--- config.mk ---
export PLATFORM = sky130hd
export DESIGN_NAME = pen_up_stroke_segmenter
export DESIGN_NICKNAME = d
export VERILOG_FILES = /design/src/hw/rtl/pss_pkg.sv /design/src/hw/rtl/pss_datapath.sv /design/src/hw/rtl/pen_up_stroke_segmenter.sv
export SDC_FILE = /design/constraint.sdc
export NUM_CORES = 2
export LEC_CHECK = 0
export BUFFER_PORTS_ARGS = -buffer_cell sky130_fd_sc_hd__buf_2
export CAP_MARGIN = 20
export CORE_MARGIN = 2
export CORE_UTILIZATION = 50
export DETAILED_ROUTE_END_ITERATION = 7
export PLACE_DENSITY = 0.76
export SLEW_MARGIN = 20
export SYNTH_ARGS = -nofsm -noshare
export SYNTH_HDL_FRONTEND = slang
export SYNTH_SLANG_ARGS = --single-unit
--- constraint.sdc ---
create_clock -name clk -period 21.2 [get_ports clk]
set_clock_uncertainty 0.15 [all_clocks]
set_input_delay 3.18 -clock clk [delete_from_list [all_inputs] [get_ports clk]]
set_output_delay 3.18 -clock clk [all_outputs]
set_load 0.01 [all_outputs]
--- src/hw/rtl/pss_pkg.sv ---
// shared types and constants for the pen-up stroke segmenter
`default_nettype none
package pss_pkg;

	localparam int ACCEL_W    = 16;
	localparam int COUNT_W    = 11;
	localparam int THR_W      = 12;
	localparam int WEIGHT_W   = 16;
	localparam int GRAV_W     = 33;
	localparam int DIFF_W     = 35;
	localparam int MULB_W     = 18;
	localparam int PROD_W     = DIFF_W + MULB_W;
	localparam int MAG_W      = 37;
	localparam int CFG_IDX_W  = 3;
	localparam int CFG_DATA_W = 16;
	localparam int S_TDATA_W  = 3 * ACCEL_W;
	localparam int M_TDATA_W  = 16;

	// milli-g per g scale applied to the residual before the shift
	localparam logic signed [MULB_W-1:0] K_MILLI = 18'sd1000;

	localparam logic [1:0] AXIS_X    = 2'd0;
	localparam logic [1:0] AXIS_Y    = 2'd1;
	localparam logic [1:0] AXIS_LAST = 2'd2;

	typedef enum logic [CFG_IDX_W-1:0] {
		REG_STILL_THR  = 3'd0,
		REG_DWELL      = 3'd1,
		REG_MIN_STROKE = 3'd2,
		REG_MAX_STROKE = 3'd3,
		REG_WEIGHT     = 3'd4
	} reg_idx_t;

	typedef enum logic [1:0] {
		CAUSE_OPEN  = 2'd0,
		CAUSE_DWELL = 2'd1,
		CAUSE_FULL  = 2'd2
	} cause_t;

	typedef enum logic [3:0] {
		OP_IDLE     = 4'd0,
		OP_DIFF_IN  = 4'd1,
		OP_MUL_W    = 4'd2,
		OP_UPD_G    = 4'd3,
		OP_DIFF_OUT = 4'd4,
		OP_MUL_K    = 4'd5,
		OP_RES      = 4'd6,
		OP_MUL_SQ   = 4'd7,
		OP_ACC      = 4'd8,
		OP_MUL_T    = 4'd9
	} dp_op_t;

	typedef struct packed {
		logic   load;
		dp_op_t op;
		logic [1:0] axis;
	} dp_ctl_t;

endpackage
`default_nettype wire

--- src/hw/rtl/pss_datapath.sv ---
// gravity filter and residual magnitude datapath around one shared multiplier
`default_nettype none
module pss_datapath (
	input  wire logic                             clk,
	input  wire logic                             arst_n,
	input  wire pss_pkg::dp_ctl_t                 ctl,
	input  wire logic [pss_pkg::S_TDATA_W-1:0]    sample,
	input  wire logic [pss_pkg::WEIGHT_W-1:0]     weight,
	input  wire logic [pss_pkg::THR_W-1:0]        still_thr,
	output logic                                  still
);
	import pss_pkg::*;

	logic signed [GRAV_W-1:0] grav_q [3];
	logic [S_TDATA_W-1:0]     smp_q;
	logic signed [DIFF_W-1:0] diff_q;
	logic signed [PROD_W-1:0] prod_q;
	logic [MAG_W-1:0]         mag_q;

	logic [ACCEL_W-1:0]       accel_sel;
	logic signed [GRAV_W-1:0] grav_sel;
	logic signed [DIFF_W-1:0] s_ext;
	logic signed [DIFF_W-1:0] g_ext;
	logic signed [DIFF_W-1:0] mul_a;
	logic signed [MULB_W-1:0] mul_b;
	logic signed [PROD_W-1:0] mul_p;

	always_comb begin
		unique case (ctl.axis)
			AXIS_X: begin
				accel_sel = smp_q[ACCEL_W-1:0];
				grav_sel  = grav_q[0];
			end
			AXIS_Y: begin
				accel_sel = smp_q[2*ACCEL_W-1:ACCEL_W];
				grav_sel  = grav_q[1];
			end
			default: begin
				accel_sel = smp_q[3*ACCEL_W-1:2*ACCEL_W];
				grav_sel  = grav_q[2];
			end
		endcase
	end

	// sample in q16.16 counts, sign-extended to the difference width
	assign s_ext = {{(DIFF_W-ACCEL_W-16){accel_sel[ACCEL_W-1]}}, accel_sel, 16'b0};
	assign g_ext = {{(DIFF_W-GRAV_W){grav_sel[GRAV_W-1]}}, grav_sel};

	always_comb begin
		unique case (ctl.op)
			OP_MUL_T: mul_a = {{(DIFF_W-THR_W){1'b0}}, still_thr};
			default:  mul_a = diff_q;
		endcase
	end

	always_comb begin
		unique case (ctl.op)
			OP_MUL_W:  mul_b = {{(MULB_W-WEIGHT_W){1'b0}}, weight};
			OP_MUL_K:  mul_b = K_MILLI;
			OP_MUL_SQ: mul_b = diff_q[MULB_W-1:0];
			OP_MUL_T:  mul_b = {{(MULB_W-THR_W){1'b0}}, still_thr};
			default:   mul_b = '0;
		endcase
	end

	assign mul_p = mul_a * mul_b;

	always_ff @(posedge clk or negedge arst_n) begin
		if (!arst_n) begin
			for (int i = 0; i < 3; i++) begin
				grav_q[i] <= '0;
			end
		end else if (ctl.op == OP_UPD_G) begin
			for (int i = 0; i < 3; i++) begin
				// low 33 bits of asr(prod, 16), wrapping like the estimate
				if (ctl.axis == 2'(i)) begin
					grav_q[i] <= grav_sel + prod_q[GRAV_W+15:16];
				end
			end
		end
	end

	always_ff @(posedge clk) begin
		if (ctl.load) begin
			smp_q <= sample;
			mag_q <= '0;
		end
		unique case (ctl.op)
			OP_DIFF_IN, OP_DIFF_OUT: diff_q <= s_ext - g_ext;
			OP_MUL_W, OP_MUL_K, OP_MUL_SQ, OP_MUL_T: prod_q <= mul_p;
			// residual in milli-g: asr by 28, fits 18 bits signed
			OP_RES: diff_q <= {{(DIFF_W-MULB_W){prod_q[45]}}, prod_q[45:28]};
			OP_ACC: mag_q <= mag_q + {1'b0, prod_q[MAG_W-2:0]};
			default: ;
		endcase
	end

	// valid after the threshold square lands in prod_q
	assign still = mag_q < {{(MAG_W-2*THR_W){1'b0}}, prod_q[2*THR_W-1:0]};

endmodule
`default_nettype wire

--- src/hw/rtl/pen_up_stroke_segmenter.sv ---
// top level: sample stream in, pen-up decision stream out
//
// channel  dir  tdata (low bit up)                tuser         tlast
// s_*      in   accel_x, accel_y, accel_z         new_stroke    -
// m_*      out  samples_in_stroke, zero fill      close_cause   pen_up
// cfg_*    in   write enable, register index, write data
//
// each sample runs eight steps per axis on the shared 35x18 multiplier, then
// one threshold square and a decision step
// s_tready is high only while the sequencer is idle
// a result waits in the output register; a stalled m_tready holds the
// decision step until the register frees up
// arst_n clears gravity estimates, counters and config registers to their reset values
`default_nettype none
module pen_up_stroke_segmenter #(
	parameter int MAX_STROKE_SAMPLES = 1024
) (
	input  wire logic                               clk,
	input  wire logic                               arst_n,
	input  wire logic                               s_tvalid,
	output logic                                    s_tready,
	input  wire logic [pss_pkg::S_TDATA_W-1:0]      s_tdata,   // accel_x, accel_y, accel_z
	input  wire logic                               s_tuser,   // new_stroke
	output logic                                    m_tvalid,
	input  wire logic                               m_tready,
	output logic [pss_pkg::M_TDATA_W-1:0]           m_tdata,   // samples_in_stroke, zeros
	output logic [1:0]                              m_tuser,   // close_cause
	output logic                                    m_tlast,
	input  wire logic                               cfg_we,
	input  wire logic [pss_pkg::CFG_IDX_W-1:0]      cfg_index,
	input  wire logic [pss_pkg::CFG_DATA_W-1:0]     cfg_data
);
	import pss_pkg::*;

	localparam int CAP_INT = (MAX_STROKE_SAMPLES > 2047) ? 2047 : MAX_STROKE_SAMPLES;
	localparam logic [COUNT_W-1:0] CAP = COUNT_W'(CAP_INT);
	localparam logic [COUNT_W-1:0] RUN_MAX = '1;

	typedef enum logic [10:0] {
		ST_IDLE     = 11'b000_0000_0001,
		ST_DIFF_IN  = 11'b000_0000_0010,
		ST_MUL_W    = 11'b000_0000_0100,
		ST_UPD_G    = 11'b000_0000_1000,
		ST_DIFF_OUT = 11'b000_0001_0000,
		ST_MUL_K    = 11'b000_0010_0000,
		ST_RES      = 11'b000_0100_0000,
		ST_MUL_SQ   = 11'b000_1000_0000,
		ST_ACC      = 11'b001_0000_0000,
		ST_MUL_T    = 11'b010_0000_0000,
		ST_DECIDE   = 11'b100_0000_0000
	} state_t;

	state_t state_q;
	logic [1:0] axis_q;

	logic [THR_W-1:0]    thr_q;
	logic [COUNT_W-1:0]  dwell_q;
	logic [COUNT_W-1:0]  min_q;
	logic [COUNT_W-1:0]  max_q;
	logic [WEIGHT_W-1:0] weight_q;

	logic [COUNT_W-1:0] stroke_count_q;
	logic [COUNT_W-1:0] still_run_q;

	logic               out_valid_q;
	logic               out_last_q;
	cause_t             out_cause_q;
	logic [COUNT_W-1:0] out_count_q;

	dp_ctl_t            ctl;
	logic               still;
	logic               in_beat;
	logic               out_free;
	logic [COUNT_W-1:0] count_base;
	logic [COUNT_W-1:0] run_next;
	logic [COUNT_W-1:0] full_at;
	cause_t             cause;

	assign in_beat  = s_tvalid && s_tready;
	assign out_free = !out_valid_q || m_tready;
	assign s_tready = (state_q == ST_IDLE);

	always_ff @(posedge clk or negedge arst_n) begin
		if (!arst_n) begin
			thr_q    <= THR_W'(60);
			dwell_q  <= COUNT_W'(40);
			min_q    <= COUNT_W'(32);
			max_q    <= COUNT_W'(1024);
			weight_q <= WEIGHT_W'(1311);
		end else if (cfg_we) begin
			unique case (cfg_index)
				REG_STILL_THR:  thr_q    <= cfg_data[THR_W-1:0];
				REG_DWELL:      dwell_q  <= cfg_data[COUNT_W-1:0];
				REG_MIN_STROKE: min_q    <= cfg_data[COUNT_W-1:0];
				REG_MAX_STROKE: max_q    <= cfg_data[COUNT_W-1:0];
				REG_WEIGHT:     weight_q <= cfg_data[WEIGHT_W-1:0];
				default: ;
			endcase
		end
	end

	always_ff @(posedge clk or negedge arst_n) begin
		if (!arst_n) begin
			state_q <= ST_IDLE;
			axis_q  <= AXIS_X;
		end else begin
			unique case (state_q)
				ST_IDLE: begin
					if (in_beat) begin
						state_q <= ST_DIFF_IN;
						axis_q  <= AXIS_X;
					end
				end
				ST_DIFF_IN:  state_q <= ST_MUL_W;
				ST_MUL_W:    state_q <= ST_UPD_G;
				ST_UPD_G:    state_q <= ST_DIFF_OUT;
				ST_DIFF_OUT: state_q <= ST_MUL_K;
				ST_MUL_K:    state_q <= ST_RES;
				ST_RES:      state_q <= ST_MUL_SQ;
				ST_MUL_SQ:   state_q <= ST_ACC;
				ST_ACC: begin
					if (axis_q == AXIS_LAST) begin
						state_q <= ST_MUL_T;
					end else begin
						axis_q  <= axis_q + 2'd1;
						state_q <= ST_DIFF_IN;
					end
				end
				ST_MUL_T:    state_q <= ST_DECIDE;
				ST_DECIDE: begin
					if (out_free) begin
						state_q <= ST_IDLE;
					end
				end
				default:     state_q <= ST_IDLE;
			endcase
		end
	end

	always_comb begin
		ctl.load = in_beat;
		ctl.axis = axis_q;
		unique case (state_q)
			ST_DIFF_IN:  ctl.op = OP_DIFF_IN;
			ST_MUL_W:    ctl.op = OP_MUL_W;
			ST_UPD_G:    ctl.op = OP_UPD_G;
			ST_DIFF_OUT: ctl.op = OP_DIFF_OUT;
			ST_MUL_K:    ctl.op = OP_MUL_K;
			ST_RES:      ctl.op = OP_RES;
			ST_MUL_SQ:   ctl.op = OP_MUL_SQ;
			ST_ACC:      ctl.op = OP_ACC;
			ST_MUL_T:    ctl.op = OP_MUL_T;
			default:     ctl.op = OP_IDLE;
		endcase
	end

	pss_datapath u_datapath (
		.clk       (clk),
		.arst_n    (arst_n),
		.ctl       (ctl),
		.sample    (s_tdata),
		.weight    (weight_q),
		.still_thr (thr_q),
		.still     (still)
	);

	assign count_base = s_tuser ? '0 : stroke_count_q;
	assign run_next   = still ? ((still_run_q < RUN_MAX) ? still_run_q + 1'b1 : still_run_q)
	                          : '0;
	assign full_at    = (max_q > CAP) ? CAP : max_q;

	always_comb begin
		priority if (still && run_next >= dwell_q && stroke_count_q >= min_q) begin
			cause = CAUSE_DWELL;
		end else if (stroke_count_q >= full_at) begin
			cause = CAUSE_FULL;
		end else begin
			cause = CAUSE_OPEN;
		end
	end

	always_ff @(posedge clk or negedge arst_n) begin
		if (!arst_n) begin
			stroke_count_q <= '0;
			still_run_q    <= '0;
		end else if (in_beat) begin
			// new stroke clears the counts before this sample is counted
			stroke_count_q <= (count_base < CAP) ? count_base + 1'b1 : count_base;
			if (s_tuser) begin
				still_run_q <= '0;
			end
		end else if (state_q == ST_DECIDE && out_free) begin
			if (cause != CAUSE_OPEN) begin
				stroke_count_q <= '0;
				still_run_q    <= '0;
			end else begin
				still_run_q <= run_next;
			end
		end
	end

	always_ff @(posedge clk or negedge arst_n) begin
		if (!arst_n) begin
			out_valid_q <= 1'b0;
		end else if (state_q == ST_DECIDE && out_free) begin
			out_valid_q <= 1'b1;
		end else if (m_tready) begin
			out_valid_q <= 1'b0;
		end
	end

	always_ff @(posedge clk) begin
		if (state_q == ST_DECIDE && out_free) begin
			out_last_q  <= (cause != CAUSE_OPEN);
			out_cause_q <= cause;
			out_count_q <= stroke_count_q;
		end
	end

	assign m_tvalid = out_valid_q;
	assign m_tlast  = out_last_q;
	assign m_tuser  = out_cause_q;
	assign m_tdata  = {{(M_TDATA_W-COUNT_W){1'b0}}, out_count_q};

	a_pen_up_matches_cause: assert property (@(posedge clk) disable iff (!arst_n)
		m_tvalid |-> (m_tlast == (m_tuser != CAUSE_OPEN)))
		else $error("pen_up disagrees with close cause");

	a_count_capped: assert property (@(posedge clk) disable iff (!arst_n)
		stroke_count_q <= CAP)
		else $error("stroke count above capacity");

	a_busy_after_beat: assert property (@(posedge clk) disable iff (!arst_n)
		in_beat |=> !s_tready)
		else $error("sequencer took a beat while still working");

	a_full_cause_valid: assert property (@(posedge clk) disable iff (!arst_n)
		(m_tvalid && m_tuser == CAUSE_FULL) |-> (out_count_q >= full_at))
		else $error("store-full close below the full limit");

endmodule
`default_nettype wire

# After elaboration in Yosys (flattened, before gate mapping)
# Cells that the tools add are included.
# Widths: inputs -> output; s select.
# totals
ff_bits,379
word_cells,124
# classes
n_eq_ne,30
muxes,31
n_mul,1
add_sub_neg,6
reduce_logical,29
order_cmp,7
# ops
operator,count
$mux 11,14
$pmux 11 s11,1
$mux 37,2
$pmux 18 s4,1
$pmux 35 s2,1
$pmux 33 s2,1
$mul 35x18->49,1
$add 37x36->37,1
$lt 37x24->1,1
$pmux 4 s9,1
$mux 35,1
$sub 32x33->34,1
$add 33x33->33,1
$ge 11x11->1,3
$pmux 16 s2,1
$add 11x1->11 const B,2
$lt 11x11->1 const B,2
$reduce_and 2->1,11
$eq 4x3->1 const B,4
$reduce_bool 2->1,7
$eq 11x1->1 const B,1
$eq 11x10->1 const B,1
$eq 11x11->1 const B,1
$eq 11x2->1 const B,1
other kinds (31),43

# Depth between registers and ports, before layout
# logic_depth
ltp_word,11
mapped_depth,35
mapped_depth_nobuf,32

# By module
# Synthesis repeated with hierarchy kept, for this count alone.
# unflattened
hier_cells,4357
hier_area_um2,41350.9
# modules_own_cells
mod,cells_each,area_each_um2,n_inst,seq_area_each_um2
pss_datapath,3819,35604.1,1,7522.2
pen_up_stroke_segmenter,538,5746.8,1,2867.8

# Least setup slack after synthesis
# Ideal clock, no wire load.
# synth_path
kind,flip-flop to flip-flop
from,reg state_q[5]
to,"reg u_datapath.prod_q[45], data pin"
period_less_slack_ps,8342
path_stages_with_launch,32
slack_ps,12858
arrival_time_ps,7934
t_required_ps,20792
cell_sequence,dfrtp_1 -> nor2_1 -> nand2_1 -> nor4_1 -> nand4b_1 -> clkbuf_1 -> clkbuf_1 -> clkbuf_1 -> a21oi_1 -> nor2_1 -> fa_1 -> inv_1 -> fa_1 -> fa_1 -> inv_1 -> fa_1 -> fa_1 -> inv_1 -> fa_1 -> inv_1 -> ha_1 -> a211oi_1 -> nand2_1 -> and3_1 -> a41oi_1 -> a211oi_1 -> o31a_1 -> a21oi_1 -> o21ai_1 -> a21o_1 -> a21oi_1 -> xnor2_1
# synth_between
elab_chain_len,5
elab_cells_between_ends,17
# synth_rtl
item,line,rtl
from (decl),pen_up_stroke_segmenter.sv:53,state_t state_q;
from (signal assigned),pen_up_stroke_segmenter.sv:104,state_q <= ST_IDLE;
from (signal assigned),pen_up_stroke_segmenter.sv:110,state_q <= ST_DIFF_IN;
from (signal assigned),pen_up_stroke_segmenter.sv:114,ST_DIFF_IN: state_q <= ST_MUL_W;
$eq 11x10->1 (tied with other cells),pen_up_stroke_segmenter.sv:143,unique case (state_q)
$pmux 4 s9 *,pen_up_stroke_segmenter.sv:143,
$eq 4x4->1 (tied with other cells),"pss_datapath.sv:50, pss_datapath.sv:57",
$pmux 18 s4 or $mux 35 (tied branches),"pss_datapath.sv:57, pss_datapath.sv:50",
$mul 35x18->49 *,pss_datapath.sv:66,assign mul_p = mul_a * mul_b;
net u_datapath.mul_p[45],pss_datapath.sv:26,logic signed [PROD_W-1:0] mul_p;
to (signal assigned),pss_datapath.sv:90,"OP_MUL_W, OP_MUL_K, OP_MUL_SQ, OP_MUL_T: prod_q <= mul_p;"
to (decl),pss_datapath.sv:17,logic signed [PROD_W-1:0] prod_q;
# Mark *: on every way through the listed nets, which the timed path passes. The rest lies on a longest branch.
# A chain may end at the register's enable or synchronous reset.

# Worst setup path after layout
# layout_path
from,reg state_q[3]
to,"reg u_datapath.prod_q[47], data pin"
# Same word-level chain as after synthesis.

==> flow_metrics.env <==
export IMPL_post_cts_buffers=0
export IMPL_cts_sinks=378
export IMPL_slowest_stage="nor3b_1"
export IMPL_synth_edf_count=182
export IMPL_cts_resized_gates=0
export IMPL_period_share=0.483
export IMPL_synth_top_flop_cell="edfxtp_1"
export IMPL_postLayoutCellArea_um2=43500
export IMPL_start_kind="flip-flop"
export IMPL_synth_warnings=0
export IMPL_setup_viol_count_final=0
export IMPL_row_count=104
export IMPL_yosysSeqAreaShare=0.257
export IMPL_worst_skew_pair_late_latency_ns=0.57
export IMPL_synth_seq_cells=378
export IMPL_layout_drive_gt1_share=0.0856
export IMPL_drtAntennaViolNets=0
export IMPL_nets=5183
export IMPL_grt_max_degree=117
export IMPL_holdWs_ns=0.331
export IMPL_root_buffer="clkbuf_16"
export IMPL_wl_mm=106
export IMPL_vias_per_cell=5.65
export IMPL_syn_to_final_growth_pct=7.45
export IMPL_crit_type="reg -> reg"
export IMPL_grt_first_pass_wirelength_mm=168
export IMPL_place_congestion=0.962
export IMPL_overflow=0
export IMPL_path_common_cell="fa_1"
export IMPL_cp_end_kind="flip-flop"
export IMPL_cts_hold_fix_buffers=0
export IMPL_maxSlewHeadroom=0.203
export IMPL_core_area_um2=80300
export IMPL_synthArstFlopShare=0.519
export IMPL_postSynthCellCount=4262
export IMPL_clk_path_buf_depth=3
export IMPL_wire_per_inst_um=19.7
export IMPL_hpwl_mm=80.9
export IMPL_die_h_um=289
export IMPL_antenna_found_initial=0
export IMPL_critical_path_max_stage_delay_ns=0.85
export IMPL_required_ns=21.36
export IMPL_grt_pass1_vias=31296
export IMPL_dieArea_um2=83300
export IMPL_period_needed_ns=10.25
export IMPL_maxCapViolCount=0
export IMPL_final_util=0.542
export IMPL_htreeDepth=2
export IMPL_slew_violations=0
export IMPL_hold_viol=0
export IMPL_avgSynthCellArea_um2=9.50
export IMPL_fill_cells=7032
export IMPL_reg2reg_slack_ns=10.95
export IMPL_clkTransAtPathRegs_ns=0.06
export IMPL_tritoncts="built"
export IMPL_min_path_type="reg -> reg"
export IMPL_dr_pass1_iters=8
export IMPL_ios=94
export IMPL_netlist_area_um2=40500
export IMPL_powerDensity_nw_per_um2=79.1
export IMPL_worstMarginPinSlew_ns=1.19
export IMPL_initial_core_util=0.504
export IMPL_die_w_um=289
export IMPL_drtIter0Drc=2658
export IMPL_grt_setup_unrepaired="false"
export IMPL_synth_cell_types=82
export IMPL_p_leak_uw=0.0211
export IMPL_drc=0
export IMPL_max_freq_mhz=97.6
export IMPL_track_usage=0.261
export IMPL_vias=30314
export IMPL_crit_arrival_ns=10.40
export IMPL_run_status="finished clean"
export IMPL_tns_ns=0
export IMPL_peakVddDrop_uv=87.6
export IMPL_place_area_um2=42000
export IMPL_diodes=0
export IMPL_cts_buffers=41
export IMPL_critPathMaxFanout=21
export IMPL_port_buffers=88
export IMPL_finalPower_uw=3440
-- report_power, final --
part,switching (µW),internal [µW],total (µW)
Combinational,995,613,1610
Sequential,86.5,975,1060
Clock,311,460,771
-- critical path: cells and delay by family (launching register included) --
| family | cells | cell delay, ns |
|---|---|---|
| buffers and inverters | 3 | 0.15 |
| AOI/OAI and AO/OA | 10 | 3.15 |
| adders and majority gates | 7 | 3.23 |
| and+or+nand+nor | 7 | 2.77 |
| xor gates and xnor gates | 1 | 0.09 |
| DFF | 1 | 0.42 |
-- registers in the layout (all words and copies together), names as in the netlist, 11 cells and up --
register and flops:
stroke_count_q 11, u_datapath.prod_q 49, dwell_q 11, state_q 11, out_count_q 11, u_datapath.diff_q 34, u_datapath.smp_q 48, min_q 11
still_run_q 11, u_datapath.mag_q 37, u_datapath.grav_q 99, weight_q 16, max_q 11, thr_q 12
-- kinds of logic after synthesis --
| family | synth area share |
|---|---|
| other | 0.0000926 |
| multiplexers | 0.0336 |
| AND/OR/NAND/NOR | 0.134 |
| buffers and inverters | 0.0853 |
| flip-flops | 0.257 |
| AO/OA/AOI/OAI | 0.0959 |
| XOR/XNOR | 0.0324 |
| adder cells (fa/ha/maj) | 0.362 |
-- cells in the mapped netlist, types with 31 or more instances --
library cell	instances	share of area
a21o_1	81	0.015
a21oi_1	144	0.018
a22o_1	40	0.0087
a22oi_1	32	0.0059
and2_1	38	0.0059
clkbuf_1	140	0.013
dfrtp_1	180	0.11
edfxtp_1	182	0.13
fa_1	564	0.28
ha_1	269	0.083
inv_1	747	0.069
mux2_2	118	0.033
nand2_1	526	0.049
nand2b_1	31	0.0048
nand3_1	37	0.0046
nor2_1	467	0.043
nor3_1	36	0.0044
o21ai_0	141	0.017
xnor2_1	113	0.024
xor2_1	37	0.0080
-- per-stage QoR --
stage	std cells	worst slack [ns]
after floorplan	4267	12.86
after global placement	5292	11.59
after detailed placement	5292	11.33
after CTS	5368	11.31
after global routing	5370	10.65
final	5370	10.95
-- cell usage in the layout (no fill, tap or decap), types with 14 or more instances in the layout --
cell type  count
xor2_1        37
o21a_1        24
a22oi_1       31
a31oi_1       22
nor2b_1       28
buf_2         87
a21o_1        81
dfstp_2       16
mux2_2       118
a21oi_1      144
o21bai_1      17
and3_1        15
nor2_1       466
buf_4         40
inv_1        746
a211oi_1      16
a22o_1        40
dfrtp_1      180
edfxtp_1     182
ha_1         267
o211ai_1      14
nand2b_1      31
xnor2_1      113
o21ai_0      141
and2_1        38
fa_1         564
nor3_1        35
or3_1         18
nand3_1       35
nand2_1      526
clkbuf_16     44
-- final timing paths --
check | from | endpoint | cells past startpoint
max | state_q[3]$_DFFE_PN0P_ | u_datapath.prod_q[47]$_DFFE_PN_ | 28
min in group asynchronous | arst_n | u_datapath.grav_q[2]$_DFFE_PN0P_ | 1
min reg2reg | u_datapath.grav_q[42]$_DFFE_PN0P_ | u_datapath.grav_q[42]$_DFFE_PN0P_ | 2
min | u_datapath.grav_q[42]$_DFFE_PN0P_ | u_datapath.grav_q[42]$_DFFE_PN0P_ | 2
max in group asynchronous | arst_n | u_datapath.grav_q[15]$_DFFE_PN0P_ | 2
max reg2reg | state_q[3]$_DFFE_PN0P_ | u_datapath.prod_q[47]$_DFFE_PN_ | 28
-- metal layers --
metal | vias up | track usage | part of all wire
met4 | 0 | 0.129 | 0.058
li1 | 13598 | - | -
met2 | 1350 | 0.428 | 0.47
met3 | 333 | 0.0473 | 0.086
met1 | 15033 | 0.334 | 0.39
met5 | - | 0 | 0
-- cell type report --
type	instances	area (µm²)	share of cell area
repair buffers	130	788	0.0181
multi-input cells	2977	26700	0.615
well taps	1060	1330	0.0305
flip-flops and latches	378	10400	0.239
clock buffers	51	1150	0.0264
inverters	749	2810	0.0646
clock inverters	25	300	0.00690
Note: power is estimated with default switching activity, not from simulation.
